<file path="src/hw/rtl/eia_pkg.sv">
`timescale 1ns / 1ps
// Package: sizes, register codes and shared types of the electrode impedance averager.
package eia_pkg;

   localparam int NUM_ELECTRODES = 23;
   localparam int WINDOW_LEN     = 50;
   localparam int NUM_CHANNELS   = NUM_ELECTRODES + 1;

   localparam int CH_W      = 5;
   localparam int SAMPLE_W  = 20;
   localparam int IMP_W     = 16;
   localparam int MAXIMP_W  = 14;
   localparam int SUM_W     = 26;
   localparam int FILL_W    = $clog2(WINDOW_LEN + 1);
   localparam int CHAN_AW   = $clog2(NUM_CHANNELS);
   localparam int SMP_DEPTH = NUM_CHANNELS * WINDOW_LEN;
   localparam int SMP_AW    = $clog2(SMP_DEPTH);
   localparam int DIV_CNT_W = $clog2(SUM_W);

   localparam int CSR_IDX_W  = 1;
   localparam int CSR_DATA_W = 16;

   localparam logic [CSR_IDX_W-1:0] CSR_MAX_IMPEDANCE      = 1'd0;
   localparam logic [CSR_IDX_W-1:0] CSR_DISCONNECTED_VALUE = 1'd1;

   localparam logic [MAXIMP_W-1:0] MAX_IMPEDANCE_RESET      = 14'd4000;
   localparam logic [IMP_W-1:0]    DISCONNECTED_VALUE_RESET = 16'd16000;

   typedef struct packed {
      logic [SUM_W-1:0]  sum;
      logic [FILL_W-1:0] fill;
      logic [FILL_W-1:0] slot;
   } chan_state_type;

   typedef struct packed {
      logic              start;
      logic [SUM_W-1:0]  dividend;
      logic [FILL_W-1:0] divisor;
   } div_req_type;

   typedef struct packed {
      logic             busy;
      logic             done;
      logic [SUM_W-1:0] quotient;
   } div_rsp_type;

endpackage

</file>
<file path="src/hw/rtl/eia_divider.sv">
`timescale 1ns / 1ps
// Restoring divider: window sum by sample count, one quotient bit per cycle.
module eia_divider (
   input  logic                 clock,
   input  logic                 reset,
   input  eia_pkg::div_req_type div_req,
   output eia_pkg::div_rsp_type div_rsp
);
   import eia_pkg::*;

   logic                 busy_ff, busy_in;
   logic                 done_ff, done_in;
   logic [DIV_CNT_W-1:0] count_ff, count_in;
   logic [SUM_W-1:0]     quo_ff, quo_in;
   logic [FILL_W-1:0]    rem_ff, rem_in;
   logic [FILL_W-1:0]    div_ff, div_in;
   logic [FILL_W:0]      trial;
   logic                 fits;

   always_comb begin
      trial    = {rem_ff, quo_ff[SUM_W-1]};
      fits     = trial >= {1'b0, div_ff};
      busy_in  = busy_ff;
      done_in  = 1'b0;
      count_in = count_ff;
      quo_in   = quo_ff;
      rem_in   = rem_ff;
      div_in   = div_ff;
      if (div_req.start) begin
         busy_in  = 1'b1;
         count_in = DIV_CNT_W'(SUM_W - 1);
         quo_in   = div_req.dividend;
         rem_in   = '0;
         div_in   = div_req.divisor;
      end else if (busy_ff) begin
         rem_in = fits ? FILL_W'(trial - {1'b0, div_ff}) : FILL_W'(trial);
         quo_in = {quo_ff[SUM_W-2:0], fits};
         if (count_ff == '0) begin
            busy_in = 1'b0;
            done_in = 1'b1;
         end else begin
            count_in = count_ff - 1'b1;
         end
      end
   end

   always_ff @(posedge clock) begin
      if (reset) begin
         busy_ff <= 1'b0;
         done_ff <= 1'b0;
      end else begin
         busy_ff <= busy_in;
         done_ff <= done_in;
      end
   end

   always_ff @(posedge clock) begin
      count_ff <= count_in;
      quo_ff   <= quo_in;
      rem_ff   <= rem_in;
      div_ff   <= div_in;
   end

   assign div_rsp.busy     = busy_ff;
   assign div_rsp.done     = done_ff;
   assign div_rsp.quotient = quo_ff;

`ifndef SYNTHESIS
   a_done_after_busy: assert property (@(posedge clock) disable iff (reset)
      done_ff |-> $past(busy_ff))
      else $error("divider done without a division in progress");
`endif

endmodule

</file>
<file path="config.mk">
export PLATFORM = sky130hd
export DESIGN_NAME = eia_divider
export DESIGN_NICKNAME = d
export VERILOG_FILES = /design/src/hw/rtl/eia_pkg.sv /design/src/hw/rtl/eia_divider.sv
export SDC_FILE = /design/constraint.sdc
export NUM_CORES = 1
export LEC_CHECK = 0
export ABC_CLOCK_PERIOD_IN_PS = 1900
export BUFFER_PORTS_ARGS = -buffer_cell sky130_fd_sc_hd__buf_2
export CAP_MARGIN = 20
export CORE_MARGIN = 1.5
export CORE_UTILIZATION = 28
export DETAILED_ROUTE_END_ITERATION = 7
export SLEW_MARGIN = 15
export SYNTH_ARGS = -nofsm -noshare
export SYNTH_HDL_FRONTEND = slang
export SYNTH_SLANG_ARGS = --single-unit
</file>
<file path="constraint.sdc">
create_clock -name clock -period 1.9 [get_ports clock]
set_input_delay 0.19 -clock clock [delete_from_list [all_inputs] [get_ports clock]]
set_output_delay 0.19 -clock clock [all_outputs]
set_load 0.02 [all_outputs]
</file>
# After elaboration in Yosys (flattened, before gate mapping)
# Cells that the tools add are included.
word_totals:
  reg_bits: 45
  output_inout_bits: 28
classes:
  n_reduce_logical: 4
  magnitude_cmp: 1
  addsub: 2
  mux: 7
  n_bitwise: 2
op_table:
  columns: ["operator", "n"]
  rows:
  - ["$mux W26", 2]
  - ["$ge A7 B6 Y1", 1]
  - ["$mux W6", 1]
  - ["$sub A6 B6 Y6", 1]
  - ["$logic_not A5 Y1", 1]
  - ["$sub A5 B1 Y5 const B", 1]
  - ["$mux W1", 4]
  - ["$reduce_or A3 Y1", 1]
  - ["$not A1 Y1", 2]
  - ["$reduce_and A2 Y1", 1]
  - ["$reduce_bool A2 Y1", 1]

# Longest topological paths before layout
logic_depth:
  word_depth: 4
  depth_mapped: 8
  depth_no_buf: 8

# Worst setup path after synthesis
# Ideal clock, no wire load.
synth_timing:
  kind: "reg-to-reg"
  startpoint: "reg quo_ff[25]"
  endpoint: "reg rem_ff[0]"
  slack_ns: -0.044
  period_less_slack_ns: 1.944
  required_ns: 1.820
  n_path_buf: 0
  t_arrival_ns: 1.864
  stages_incl_launch_ff: 8
  setup_ns: 0.080
  cell_sequence: "edfxtp_1 > inv_1 > ha_1 > nand2b_1 > a31oi_1 > o21ai_2 > mux2_4 > a211oi_2"
synth_via:
  elab_chain_cells: 2
synth_rtl:
  columns: ["element", "line", "text"]
  rows:
  - ["start: declaration", "eia_divider.sv:14", "logic [SUM_W-1:0] quo_ff, quo_in;"]
  - ["start signal: assignment", "eia_divider.sv:59", "quo_ff <= quo_in;"]
  - ["$sub A6 B6 Y6 or $ge A7 B6 Y1 (tied branches)", "eia_divider.sv:36, eia_divider.sv:22", null]
  - ["$mux W6 (*)", "eia_divider.sv:36", "rem_in = fits ? FILL_W'(trial - {1'b0, div_ff}) : FILL_W'(trial);"]
  - ["end signal: assignment", "eia_divider.sv:60", "rem_ff <= rem_in;"]
  - ["end: declaration", "eia_divider.sv:15", "logic [FILL_W-1:0] rem_ff, rem_in;"]
# Every way passes the cells marked *; elsewhere a longest branch is shown, timed or not.
# A chain may end at the register's enable or synchronous reset.

# Final worst setup path
layout_timing:
  startpoint: "reg div_ff[4]"
  endpoint: "reg rem_ff[0]"
layout_via:
  elab_chain_cells: 2
layout_rtl:
  columns: ["element", "line", "text"]
  rows:
  - ["start: declaration", "eia_divider.sv:16", "logic [FILL_W-1:0] div_ff, div_in;"]
  - ["start signal: assignment", "eia_divider.sv:61", "div_ff <= div_in;"]
  - ["$ge A7 B6 Y1", "eia_divider.sv:22", "fits = trial >= {1'b0, div_ff};"]
  - ["$mux W6", "eia_divider.sv:36", null]
# No other way between the ends.

==> results.toml <==
[timing]
fin_crit_sh_pct = 97.16
fin_crit_ns = 1.846
tightest_slew_ns = 0.3988
hold_ws_ns = 0.05745
maxSlewViolCount = 0
skew_ns = 0.008754
clock.fmax_ghz = 0.5417
hold_viol_final = 0
maxSlewHeadroom_pct = 73.31
worst_slack_ns = 0.05399
setup_viol = 0

[drt]
drc = 0
drtPass1Iterations = 4
vias = 1438
drt-initial-drc-count = 72
postRouteAntennaNets = 0
via_per_inst = 4.318
post_drt_wl_per_cell_um = 12.17
drt_wl_total_um = 4053

[global_routing]
grt_start_max_net_pins = 29
grt_pass1_vias = 1415
grt_pass1_wl_um = 6844
antenna_found_initial = 0
grt_usage_pct = 10.41
gr-total-overflow = 0

[cells_and_area]
multi_input_area_sq_um = 890.9
register_area_sq_um = 1221
layout_common_cells = "buf_2, edfxtp_1, mux2_2"
final_common_cell = "buf_2"
drive_gt1_share_pct = 48.29
n_fill_cell = 753
antennaDiodeCount = 0
area_delta_synth_final_pct = 29.30
fin_nets = 277

[clock_network]
root_buffer = "clkbuf_8"
clkTransAtPathRegs_ns = 0.09
clk_path_buf_depth = 2
clock_latency_ns = 0.29
cts-htree-levels = 2
cts_inserted_buffers = 5
cts_tree = "done"
cts_num_sinks = 45
hold_buffers = 0

[synth]
synthFlopType = "edfxtp_1"
synth_cell_type_count = 35
synth_warnings = 0
synthCells = 164
synth_edf_count = 32
netlist_area_sq_um = 2122
syn_area_per_cell_sq_um = 12.94
seq_area_frac_synth_pct = 57.55
synthArstFlopShare_pct = 0
ys_ff_latch = 45
syn-num-nets = 208

[place]
io_buffers = 62
hpwlAfterDp_um = 2898
post-place-ws_ns = 0.03072
gp_congestion = 0.8125

[critical_path]
arrival_ns = 2.07
startpoint_type = "register"
worstPathRequired_ns = 2.12
cp_slowest_cell = "edfxtp_1"
endpoint_kind = "register"
slowest_delay_ns = 0.36
cp_max_fo = 7
path_cells = "inv_1 -> ha_4 -> a21o_1 -> a211oi_2 -> o21ai_4 -> mux2_4 -> a211oi_2"
cp.buffers_inverters = 1
path_delay_family = "compound AO/OA/AOI/OAI gates"
path_class = "register to register"
cpMostUsedCell = "a211oi_2"

[floorplanning]
die_w_um = 90.06
start_util_pct = 29.10
core-area_sq_um = 7292
ioPinCount = 63
fp.dieH_um = 90.06
row_count = 31
dieArea_sq_um = 8110

[pwr]
irDropWorstVdd_uv = 548.3
powerDensity_nw_per_um2 = 828.6
leakagePower_nw = 1.140
power_mw = 2.274

[outcome]
status = "completed"

[run]
drv_cap = 0

[worst_hold_path]
hp-class = "input pin to register"
## metrics by stage
| stage | instance area [sq um] | setup TNS (ns) | instances | util [%] |
|---|---|---|---|---|
| after detailed placement | 2589 | 0 | 324 | 35.50 |
| after global routing | 2744 | -0.01766 | 333 | 37.63 |
| after CTS | 2671 | 0 | 332 | 36.63 |
| final | 2744 | 0 | 333 | 37.63 |
| after floorplan | 2122 | 0 | 164 | - |
| after global placement | 2589 | 0 | 324 | 35.50 |
## final cells by class
cell class | count | share of cell area, %
Inverter | 11 | 1.505
Sequential cell | 45 | 44.51
Tap cell | 99 | 4.514
Multi-Input combinational cell | 102 | 32.47
Clock buffer | 6 | 2.645
Timing Repair Buffer | 68 | 14.00
Clock inverter | 2 | 0.3648
## cell families (layout without fill, tap and decap cells)
family                   Yosys count  count (layout)  share of synthesized area (%)
buffers and inverters             17              87                          3.360
AND/OR/NAND/NOR                   38              38                          8.668
adder cells (fa/ha/maj)            9               9                          5.661
flip-flops                        45              45                          57.55
multiplexers                      31              31                          16.39
AO/OA/AOI/OAI                     18              18                          5.896
XOR/XNOR                           6               6                          2.477
## flip-flops by register name (all words and copies together) (netlist names)
register,count
rem_ff,6
div_ff,6
done_ff,1
count_ff,5
quo_ff,26
busy_ff,1
## synth_stat cells (4+ instances only)
cell       n  share of area [%]
nand2_1   11                1.9
o21ai_0    4               0.94
nor2_1    12                2.1
mux2_2    26                 14
inv_1     10                1.8
dfxtp_1   13                 12
a21oi_1    5                1.2
ha_1       8                4.7
edfxtp_1  32                 45
mux2i_1    4                1.9
## per-layer routing
layer	share of wire, %	track usage (%)	vias up
met5	0	0	-
met4	1.3	4.233	0
met3	5.2	2.538	6
met2	46	16.60	47
met1	48	13.48	652
li1	-	-	733
## where the power goes
group	leakage [nW]	internal [mW]	total, mW	switching (mW)
registers	0.427	1.15	1.20	0.0476
clock network	0.0450	0.255	0.569	0.314
logic	0.668	0.236	0.502	0.266
## worst reg2reg max path, cell delays in order, from the launching register on
cell and delay [ns]:
edfxtp_1 0.36, inv_1 0.10, ha_4 0.22, a21o_1 0.16, a211oi_2 0.27, o21ai_4 0.15
mux2_4 0.32, a211oi_2 0.20
## final timing paths
path | start | to | slack, ns | cells past startpoint
max | div_ff[4] | rem_ff[0] | 0.05 | 7
min | reset | busy_ff | 0.06 | 2
max reg2reg | div_ff[4] | rem_ff[0] | 0.05 | 7
min reg2reg | count_ff[4] | count_ff[4] | 0.45 | 2
## what timing repair did
action	in CTS	in global routing
endpoints found under the setup margin	0	5
resized for setup	0	9
setup buffers	0	1
endpoints found under the hold margin	0	0
(Power assumes the default switching activity.)
