[config.mk]
export PLATFORM = sky130hd
export DESIGN_NAME = eia_chan_ram
export DESIGN_NICKNAME = d
export VERILOG_FILES = /design/src/hw/rtl/eia_pkg.sv /design/src/hw/rtl/eia_chan_ram.sv
export SDC_FILE = /design/constraint.sdc
export NUM_CORES = 1
export LEC_CHECK = 0
export BUFFER_PORTS_ARGS = -buffer_cell sky130_fd_sc_hd__buf_4
export CAP_MARGIN = 20
export CORE_UTILIZATION = 40
export DETAILED_ROUTE_END_ITERATION = 8
export PLACE_DENSITY_LB_ADDON = 0.2
export SLEW_MARGIN = 20
export SYNTH_ARGS = -nofsm -noshare
export SYNTH_HDL_FRONTEND = slang
export SYNTH_SLANG_ARGS = --single-unit
[constraint.sdc]
create_clock -name clock -period 6.6 [get_ports clock]
set_input_delay 1.32 -clock clock [delete_from_list [all_inputs] [get_ports clock]]
set_output_delay 1.32 -clock clock [all_outputs]
set_load 0.03 [all_outputs]
[src/hw/rtl/eia_pkg.sv]
`timescale 1ns / 1ps
// Package: sizes, register codes and shared types of the electrode impedance averager.
package eia_pkg;

   localparam int NUM_ELECTRODES = 23;
   localparam int WINDOW_LEN     = 50;
   localparam int NUM_CHANNELS   = NUM_ELECTRODES + 1;

   localparam int CH_W      = 5;
   localparam int SAMPLE_W  = 20;
   localparam int IMP_W     = 16;
   localparam int MAXIMP_W  = 14;
   localparam int SUM_W     = 26;
   localparam int FILL_W    = $clog2(WINDOW_LEN + 1);
   localparam int CHAN_AW   = $clog2(NUM_CHANNELS);
   localparam int SMP_DEPTH = NUM_CHANNELS * WINDOW_LEN;
   localparam int SMP_AW    = $clog2(SMP_DEPTH);
   localparam int DIV_CNT_W = $clog2(SUM_W);

   localparam int CSR_IDX_W  = 1;
   localparam int CSR_DATA_W = 16;

   localparam logic [CSR_IDX_W-1:0] CSR_MAX_IMPEDANCE      = 1'd0;
   localparam logic [CSR_IDX_W-1:0] CSR_DISCONNECTED_VALUE = 1'd1;

   localparam logic [MAXIMP_W-1:0] MAX_IMPEDANCE_RESET      = 14'd4000;
   localparam logic [IMP_W-1:0]    DISCONNECTED_VALUE_RESET = 16'd16000;

   typedef struct packed {
      logic [SUM_W-1:0]  sum;
      logic [FILL_W-1:0] fill;
      logic [FILL_W-1:0] slot;
   } chan_state_type;

   typedef struct packed {
      logic              start;
      logic [SUM_W-1:0]  dividend;
      logic [FILL_W-1:0] divisor;
   } div_req_type;

   typedef struct packed {
      logic             busy;
      logic             done;
      logic [SUM_W-1:0] quotient;
   } div_rsp_type;

endpackage

[src/hw/rtl/eia_chan_ram.sv]
`timescale 1ns / 1ps
// Per-channel window state memory with valid bits; an unwritten entry reads as zero.
module eia_chan_ram (
   input  logic                        clock,
   input  logic                        reset,
   input  logic                        wr_en,
   input  logic [eia_pkg::CHAN_AW-1:0] wr_addr,
   input  eia_pkg::chan_state_type     wr_data,
   input  logic [eia_pkg::CHAN_AW-1:0] rd_addr,
   output eia_pkg::chan_state_type     rd_data
);
   import eia_pkg::*;

   chan_state_type          mem [NUM_CHANNELS];
   logic [NUM_CHANNELS-1:0] valid_ff;
   chan_state_type          rd_data_ff;
   logic                    rd_valid_ff;

   always_ff @(posedge clock) begin
      if (reset) begin
         valid_ff    <= '0;
         rd_valid_ff <= 1'b0;
      end else begin
         if (wr_en) begin
            valid_ff[wr_addr] <= 1'b1;
         end
         rd_valid_ff <= valid_ff[rd_addr];
      end
   end

   always_ff @(posedge clock) begin
      if (wr_en) begin
         mem[wr_addr] <= wr_data;
      end
      rd_data_ff <= mem[rd_addr];
   end

   assign rd_data = rd_valid_ff ? rd_data_ff : '0;

endmodule

; ---- After elaboration in Yosys (flattened, before gate mapping)
; Memory sizes are Yosys's and may differ from the RTL's. A register that Yosys moved wholly into a read port is not among the register bits.
; Index checks and enable logic that the tools add are counted.
[op_classes]
div = 0
add_sub_neg = 0
reduce_logical = 1
shifts = 0
bitwise = 1
n_mux = 7
magnitude_cmp = 3
multipliers = 0
eq_ne = 0
[ops]
columns = operator, n
row1 = two-way mux 38 bit, 1
row2 = OR 24 bit, 1
row3 = "< comparator 5 x 6 -> 1 bit, second input constant", 2
row4 = binary-select mux 1 bit (select 5 bit), 1
row5 = demux 1 bit (select 5 bit), 1
row6 = "greater-or-equal comparator 5 x 1 -> 1 bit, second input constant", 1
row7 = two-way mux 1 bit, 4
row8 = logical AND 1 bit, 1
[word_totals]
ramBits = 912
output_inout_bits = 38
mem_bits_ro = 0
wordCells = 15
mem_count = 1
register_bits = 25
latchBits = 0
[memory_table]
columns = name, words, width, rd, rd_clocked_by_memory_dff, write_ports, line
row1 = mem, 24, 38, 1, 1, 1, eia_chan_ram.sv:14  ; chan_state_type mem [NUM_CHANNELS];

; ---- Depth between registers and ports, before layout
; Gate-level depths: netlist of run 1.
[logic_depth]
depth_word = 5
mapped_depth = 7
depth_no_buf = 4

; ---- Least setup slack after synthesis of run 1
; Ideal clock, no wire load.
[synth_timing]
path_kind = input to register
from = input wr_addr[0] in the netlist's numbering
to = memory mem[20][0] in the netlist's numbering, enable pin
setup_time_ns = 0.435
n_path_buf = 1
arrival_ns = 3.583
slack_ns = 2.582
stages = 3
required_ns = 6.165
path_cell_list = or3b_2 > clkbuf_1 > nor2_1
[synth_lines]
columns = item, line
row1 = start: declaration, eia_chan_ram.sv:7  ; input logic [eia_pkg::CHAN_AW-1:0] wr_addr,
row2 = end: declaration, eia_chan_ram.sv:14
; Straight into the memory's write port.

==> impl_metrics.json, run 1 <==
{
  "ir_worst_vdd_mv": 0.221,
  "gr-usage-met2_pct": 28.9,
  "drc": 0,
  "top_usage_layer": "met2",
  "critPathCaptureType": "flop",
  "antenna_cells": 0,
  "dr.pass1.iters": 5,
  "design_power_total_mw": 12.8,
  "grt_pass1_wl_mm": 124,
  "grtUsageMet3_pct": 3.21,
  "period_minus_slack_ns": 3.36,
  "clockBufferDepth": 3,
  "num_rows": 110,
  "grt_use_met1_pct": 26.9,
  "synth_cell_types": 40,
  "drt_wl_total_mm": 84.6,
  "num_vias": 16900,
  "drive_above_1_share_pct": 28.5,
  "leakagePower_nw": 13.2,
  "critPathKind": "in -> reg",
  "cp.required_ns": 7.16,
  "grt_pass1_vias": 17500,
  "dpl.hpwl_mm": 45.0,
  "start_util_pct": 40.5,
  "cp.arrival_ns": 3.93,
  "clk_pin_slew_ns": 0.06,
  "powerDensity_mw_per_mm2": 306,
  "numCtsBuffers": 97,
  "syn-instance-count": 1629,
  "drt_iter0_drc": 1453,
  "hold_class": "reg -> reg",
  "cts_tree": "yes",
  "cts_resized": 0,
  "num-fill-cells": 7445,
  "cts.sinks": 975,
  "grt_antenna_before_repair": 3,
  "period_share_pct": 51.0,
  "core_mm2": 0.0903,
  "syn_nets": 1680,
  "finalSetupViolCount": 0,
  "die_area_mm2": 0.0926,
  "ys_ff_latch": 975,
  "htree_levels": 3,
  "mappedNetlistArea_mm2": 0.0365,
  "area_growth_syn_to_layout_pct": 14.5,
  "start_kind": "primary input",
  "antenna_left": 0,
  "cp_max_fo": 44,
  "slew_headroom_pct": 25.0,
  "die_x_um": 304,
  "grt_max_degree": 100,
  "syn_avg_cell_area_um2": 22.4,
  "wire_per_inst_um": 28.0,
  "grt_overflow": 0,
  "clockRootBuffer": "clkbuf_16",
  "postCtsHoldBufs": 0,
  "boundaryPins": 89,
  "gr-usage-all-layers_pct": 18.4,
  "status": "finished, final reports clean",
  "fmax_mhz": 297,
  "hold_viol_final": 0,
  "rsz0062_at_grt": "false",
  "clk-insertion-delay-late_ns": 0.65,
  "portBuffers": 88,
  "layout.nets": 1816,
  "yosysWarningCount": 0,
  "tightestPinTransition_ns": 1.13,
  "via_per_inst": 5.59,
  "cap_violations": 0,
  "setup_total_negative_slack_ns": 0,
  "skew_ns": 0.0233,
  "post-cts-setup-buffers": 0,
  "place_congestion": 0.737,
  "maxSlewViolCount": 0,
  "fp.dieH_um": 304,
  "ys_seq_area_share_pct": 78.4
}
[cell usage in the layout, fill, tap and decap left out, types with 2 or more instances in the layout]
| cell type | instances |
|---|---|
| mux2_2 | 7 |
| clkbuf_8 | 2 |
| nand3_1 | 2 |
| clkinv_2 | 20 |
| clkinv_1 | 16 |
| buf_12 | 3 |
| mux4_2 | 216 |
| clkbuf_16 | 99 |
| a211oi_1 | 9 |
| nand3b_1 | 4 |
| mux2i_1 | 46 |
| or3b_2 | 4 |
| nor2b_1 | 10 |
| o211ai_1 | 38 |
| buf_4 | 121 |
| nor2_4 | 25 |
| a22o_1 | 7 |
| dfxtp_1 | 62 |
| bufinv_16 | 8 |
| clkinvlp_4 | 2 |
| a221o_1 | 7 |
| and2b_2 | 6 |
| a2111oi_0 | 14 |
| clkbuf_1 | 31 |
| a22oi_1 | 60 |
| edfxtp_1 | 912 |
| nor2_1 | 50 |
| mux4_1 | 3 |
| buf_8 | 2 |
| clkinv_8 | 4 |
| and2_1 | 39 |
[cells in the mapped netlist]
master,number,area [µm²]
buf_6,12,135
a211o_1,1,8.76
buf_8,1,15.0
mux4_2,216,4860
nand4_1,1,6.26
or4_1,1,7.51
clkinv_1,1,3.75
clkbuf_1,43,161
buf_4,15,113
mux4_1,3,78.8
a2111oi_0,14,123
a22oi_1,60,450
nor3_2,1,10.0
nor4b_1,1,8.76
nand3_1,2,10.0
or3b_2,4,35.0
a22o_1,7,61.3
buf_2,10,50.1
and2_1,40,250
or3_1,1,6.26
nor2b_1,10,62.6
buf_1,9,33.8
a2111oi_2,1,15.0
o32ai_1,1,8.76
nand3b_1,4,30.0
edfxtp_1,912,27400
o21ai_0,1,5.00
and2b_2,6,52.6
nor3b_2,1,12.5
a211oi_1,9,67.6
a31oi_1,1,6.26
and2b_1,1,7.51
a221o_1,7,70.1
mux2_2,7,78.8
mux2i_1,46,460
inv_1,1,3.75
o211ai_1,38,285
dfxtp_1,63,1260
nand2b_1,2,12.5
nor2_1,75,282
[power breakdown]
group	total, mW	switching, mW	leakage, nW	internal (mW)
logic	0.554	0.333	2.91	0.221
clock network	5.38	2.28	1.52	3.10
registers	6.88	0.0300	8.74	6.85
[cell families after synthesis]
| group | synth area share [%] |
|---|---|
| flip-flops | 78.4 |
| multiplexers | 15.0 |
| AND/OR/NAND/NOR | 2.17 |
| AO/OA/AOI/OAI | 3.01 |
| buffers and inverters | 1.41 |
[final timing paths]
path | from | slack (ns) | cells after the start | end
max | rd_addr[2] | 3.24 | 5 | rd_data_ff[31]
min | valid_ff[20] | 0.47 | 2 | valid_ff[20]
max reg2reg | mem[23][0] | 4.94 | 3 | rd_data_ff[0]
min reg2reg | valid_ff[20] | 0.47 | 2 | valid_ff[20]
[final cells by class]
cell class	instances	area [µm²]	share of cell area, %
clock buffers	132	2620	6.26
inverters	2	7.51	0.0179
flip-flops and latches	975	28700	68.5
well taps	1176	1470	3.52
clock inverters	50	485	1.16
multi-input cells	562	7580	18.1
repair buffers	127	1030	2.45
[sequential cells by signal, indices dropped and copies added (netlist names)]
signal	count
mem	912
rd_data_ff	38
valid_ff	24
rd_valid_ff	1
[worst max-delay path, stage by stage]
cell	delay, ns
buf_4	0.36
buf_4	0.72
and2_2	1.04
a22oi_1	0.26
o211ai_1	0.16
[stage by stage]
stage	cells	hold slack [ns]	utilization [%]	cell area [µm²]	setup WS (ns)
2_1_floorplan	1629	0.432	-	36500	2.58
3_3_place_gp	2840	0.444	42.8	38700	2.59
3_5_place_dp	2841	0.454	42.9	38700	2.55
4_1_cts	3023	0.467	46.3	41800	3.22
5_1_grt	3024	0.498	46.3	41800	3.14
6_report	3024	0.465	46.3	41800	3.24
[metal layers]
layer  vias to the layer above  routed length [µm]
li1                       7153                   -
met1                      9228               39000
met2                       422               40200
met3                        92                4180
met4                         4                1160
met5                         -                  24
Note: power is estimated with default switching activity, not from simulation.
==> inputs of run 2 (changes only) <==
--- a/config.mk
+++ b/config.mk
@@ -5,6 +5,7 @@
 export SDC_FILE = /design/constraint.sdc
 export NUM_CORES = 1
 export LEC_CHECK = 0
+export ABC_AREA = 1
 export BUFFER_PORTS_ARGS = -buffer_cell sky130_fd_sc_hd__buf_4
 export CAP_MARGIN = 20
 export CORE_UTILIZATION = 40
==> constraint.sdc (replaced) <==
create_clock -name clock -period 3.27 [get_ports clock]
set_input_delay 0.654 -clock clock [delete_from_list [all_inputs] [get_ports clock]]
set_output_delay 0.654 -clock clock [all_outputs]
set_load 0.03 [all_outputs]
==> run 2 against run 1 <==
  * Wire length is 24% higher
  * Sequential cell count stayed put
  * Global-route usage rose by 3.0 points
  * Clock-buffer cell count is the same
  * Critical path depth shrank 1
  * Utilization did not move
  * First-iteration DRC count grew 44%
  * Die area rose by 5.1%
  * Design area up 5.2%
  * Total power is 110% higher
  * Critical endpoint is now rd_data[0]
==> impl_metrics.json, run 2 <==
{
  "place_congestion": 0.806,
  "layout_common_cells": "edfxtp_1 (912), nor2_1 (739), o21ai_0 (435)",
  "core_mm2": 0.0950,
  "cp_max_fo": 24,
  "boundaryPins": 89,
  "synth_flop_cell": "edfxtp_1",
  "synth.top_cell.area_share_pct": 71.3,
  "drc": 0,
  "grt_max_degree": 108,
  "final_common_cell": "edfxtp_1",
  "hold_viol_final": 0,
  "routed-wl-met3_mm": 5.96,
  "reg_top3": "mem (912), rd_data_ff (38), valid_ff (24)",
  "yosysWarningCount": 0,
  "fmax_mhz": 357,
  "synthTopCellsByArea": "edfxtp_1 (71%), nor2_1 (7.5%), o21ai_0 (5.7%)",
  "clockBufferDepth": 3,
  "skew_ns": 0.0201,
  "rsz0062_at_grt": "false",
  "setup_total_negative_slack_ns": 0,
  "yosysMostFrequentCell": "edfxtp_1",
  "htree_levels": 3,
  "postCtsHoldBufs": 0,
  "hold_class": "in -> reg",
  "finalInstanceArea_mm2": 0.0440,
  "clk-insertion-delay-late_ns": 0.67,
  "num_rows": 113,
  "drt_iter0_drc": 2098,
  "syn_nets": 3203,
  "regMostFlops": "mem",
  "synth.largest_area_cell": "edfxtp_1",
  "dr.pass1.iters": 5,
  "via_per_inst": 5.39,
  "dpl.hpwl_mm": 58.1,
  "period_minus_slack_ns": 2.80,
  "antenna_left": 0,
  "clk_pin_slew_ns": 0.06,
  "slew_headroom_pct": 48.8,
  "grt_pass1_vias": 23900,
  "critPathCaptureType": "output port",
  "synth_cell_types": 20,
  "start_util_pct": 40.4,
  "wl_met2_mm": 50.2,
  "die_area_mm2": 0.0973,
  "syn_avg_cell_area_um2": 12.2,
  "top_layer": "met4",
  "drt_wl_total_mm": 105,
  "synth_edf_count": 912,
  "post-cts-setup-buffers": 0,
  "cts_tree": "yes",
  "antenna_cells": 0,
  "cts.sinks": 975,
  "fp.dieH_um": 312,
  "grt_overflow": 0,
  "layout.nets": 3270,
  "async_flop_share_pct": 0,
  "ys_ff_latch": 975,
  "ys_seq_area_share_pct": 74.6,
  "fin_cells": 4569,
  "mappedNetlistArea_mm2": 0.0384,
  "wl_met1_mm": 46.8,
  "dpl.cell_count": 4382,
  "die_x_um": 312,
  "area_growth_syn_to_layout_pct": 14.6,
  "cap_violations": 0,
  "cp.required_ns": 2.62,
  "numCtsBuffers": 100,
  "syn-instance-count": 3152,
  "status": "finished, final reports clean",
  "num_vias": 24600,
  "period_share_pct": 85.7,
  "tightestPinTransition_ns": 0.768,
  "grt_antenna_before_repair": 0,
  "layout_setup_ws_ns": 0.468,
  "critPathKind": "reg -> out",
  "clockRootBuffer": "clkbuf_16",
  "synthTopCellsByCount": "edfxtp_1 (912), nor2_1 (763), o21ai_0 (435)",
  "portBuffers": 88,
  "ir_worst_vdd_mv": 0.443,
  "start_kind": "flop",
  "cts_resized": 0,
  "largest_register_ffs": 912,
  "wire_per_inst_um": 23.0,
  "gr-usage-all-layers_pct": 21.4,
  "drive_above_1_share_pct": 10.6,
  "powerDensity_mw_per_mm2": 614,
  "grt_pass1_wl_mm": 156,
  "post-place-ws_ns": 0.720,
  "finalSetupViolCount": 0,
  "cp.arrival_ns": 2.15,
  "fin_util_pct": 46.3,
  "leakagePower_nw": 15.2,
  "place_area_mm2": 0.0407,
  "maxSlewViolCount": 0
}
[run 2: kinds of logic (layout without fill, tap and decap cells)]
family                 count (synthesis)  count (layout)  share of synthesized area (%)
and+or+nand+nor                     1276            1276                           13.0
buffers and inverters                286             438                           3.73
AOI/OAI and AO/OA                    615             615                           8.67
DFF                                  975             975                           74.6
[run 2: layout make-up]
cell class                      instances  area (µm²)
Clock buffer                          132        2720
Clock inverter                         55         593
Fill cell                            8471       51000
Inverter                               81         319
Multi-Input combinational cell       1891        8520
Sequential cell                       975       28600
Tap cell                             1265        1580
Timing Repair Buffer                  170        1640
[run 2: metrics by stage]
| stage | power (mW) | hold WS (ns) |
|---|---|---|
| after floorplan | 15.1 | 0.435 |
| after global placement | 15.8 | 0.448 |
| after detailed placement | 15.8 | 0.457 |
| after CTS | 27.2 | 0.326 |
| after global routing | 27.9 | 0.346 |
| final | 27.0 | 0.360 |
[run 2: layer usage]
| metal | up-vias | track usage [%] |
|---|---|---|
| met5 | - | 0 |
| met4 | 0 | 5.65 |
| met3 | 117 | 3.02 |
| met2 | 763 | 34.8 |
| met1 | 12400 | 30.1 |
| li1 | 11300 | - |
[run 2: path summary, 6_finish.rpt]
path | startpoint | to | slack (ns) | depth (start not counted)
setup / recovery | rd_valid_ff | rd_data[0] | 0.47 | 4
hold / removal | reset | valid_ff[16] | 0.36 | 2
setup reg to reg | mem[13][0] | rd_data_ff[0] | 1.91 | 8
hold reg to reg | valid_ff[16] | valid_ff[16] | 0.47 | 2
[run 2: power by group]
| part | leakage, nW | switching (mW) | total [mW] | internal, mW |
|---|---|---|---|---|
| clock network | 1.63 | 4.79 | 11.5 | 6.68 |
| registers | 8.74 | 0.0955 | 13.9 | 13.8 |
| logic | 4.81 | 1.18 | 1.62 | 0.445 |
| total | 15.2 | 6.06 | 27.0 | 21.0 |
[run 2: worst max-delay path, stage by stage, from the launching register on]
cell,delay [ns]
dfxtp_2,0.81
buf_4,0.34
nand2_1,0.09
inv_1,0.07
buf_4,0.15
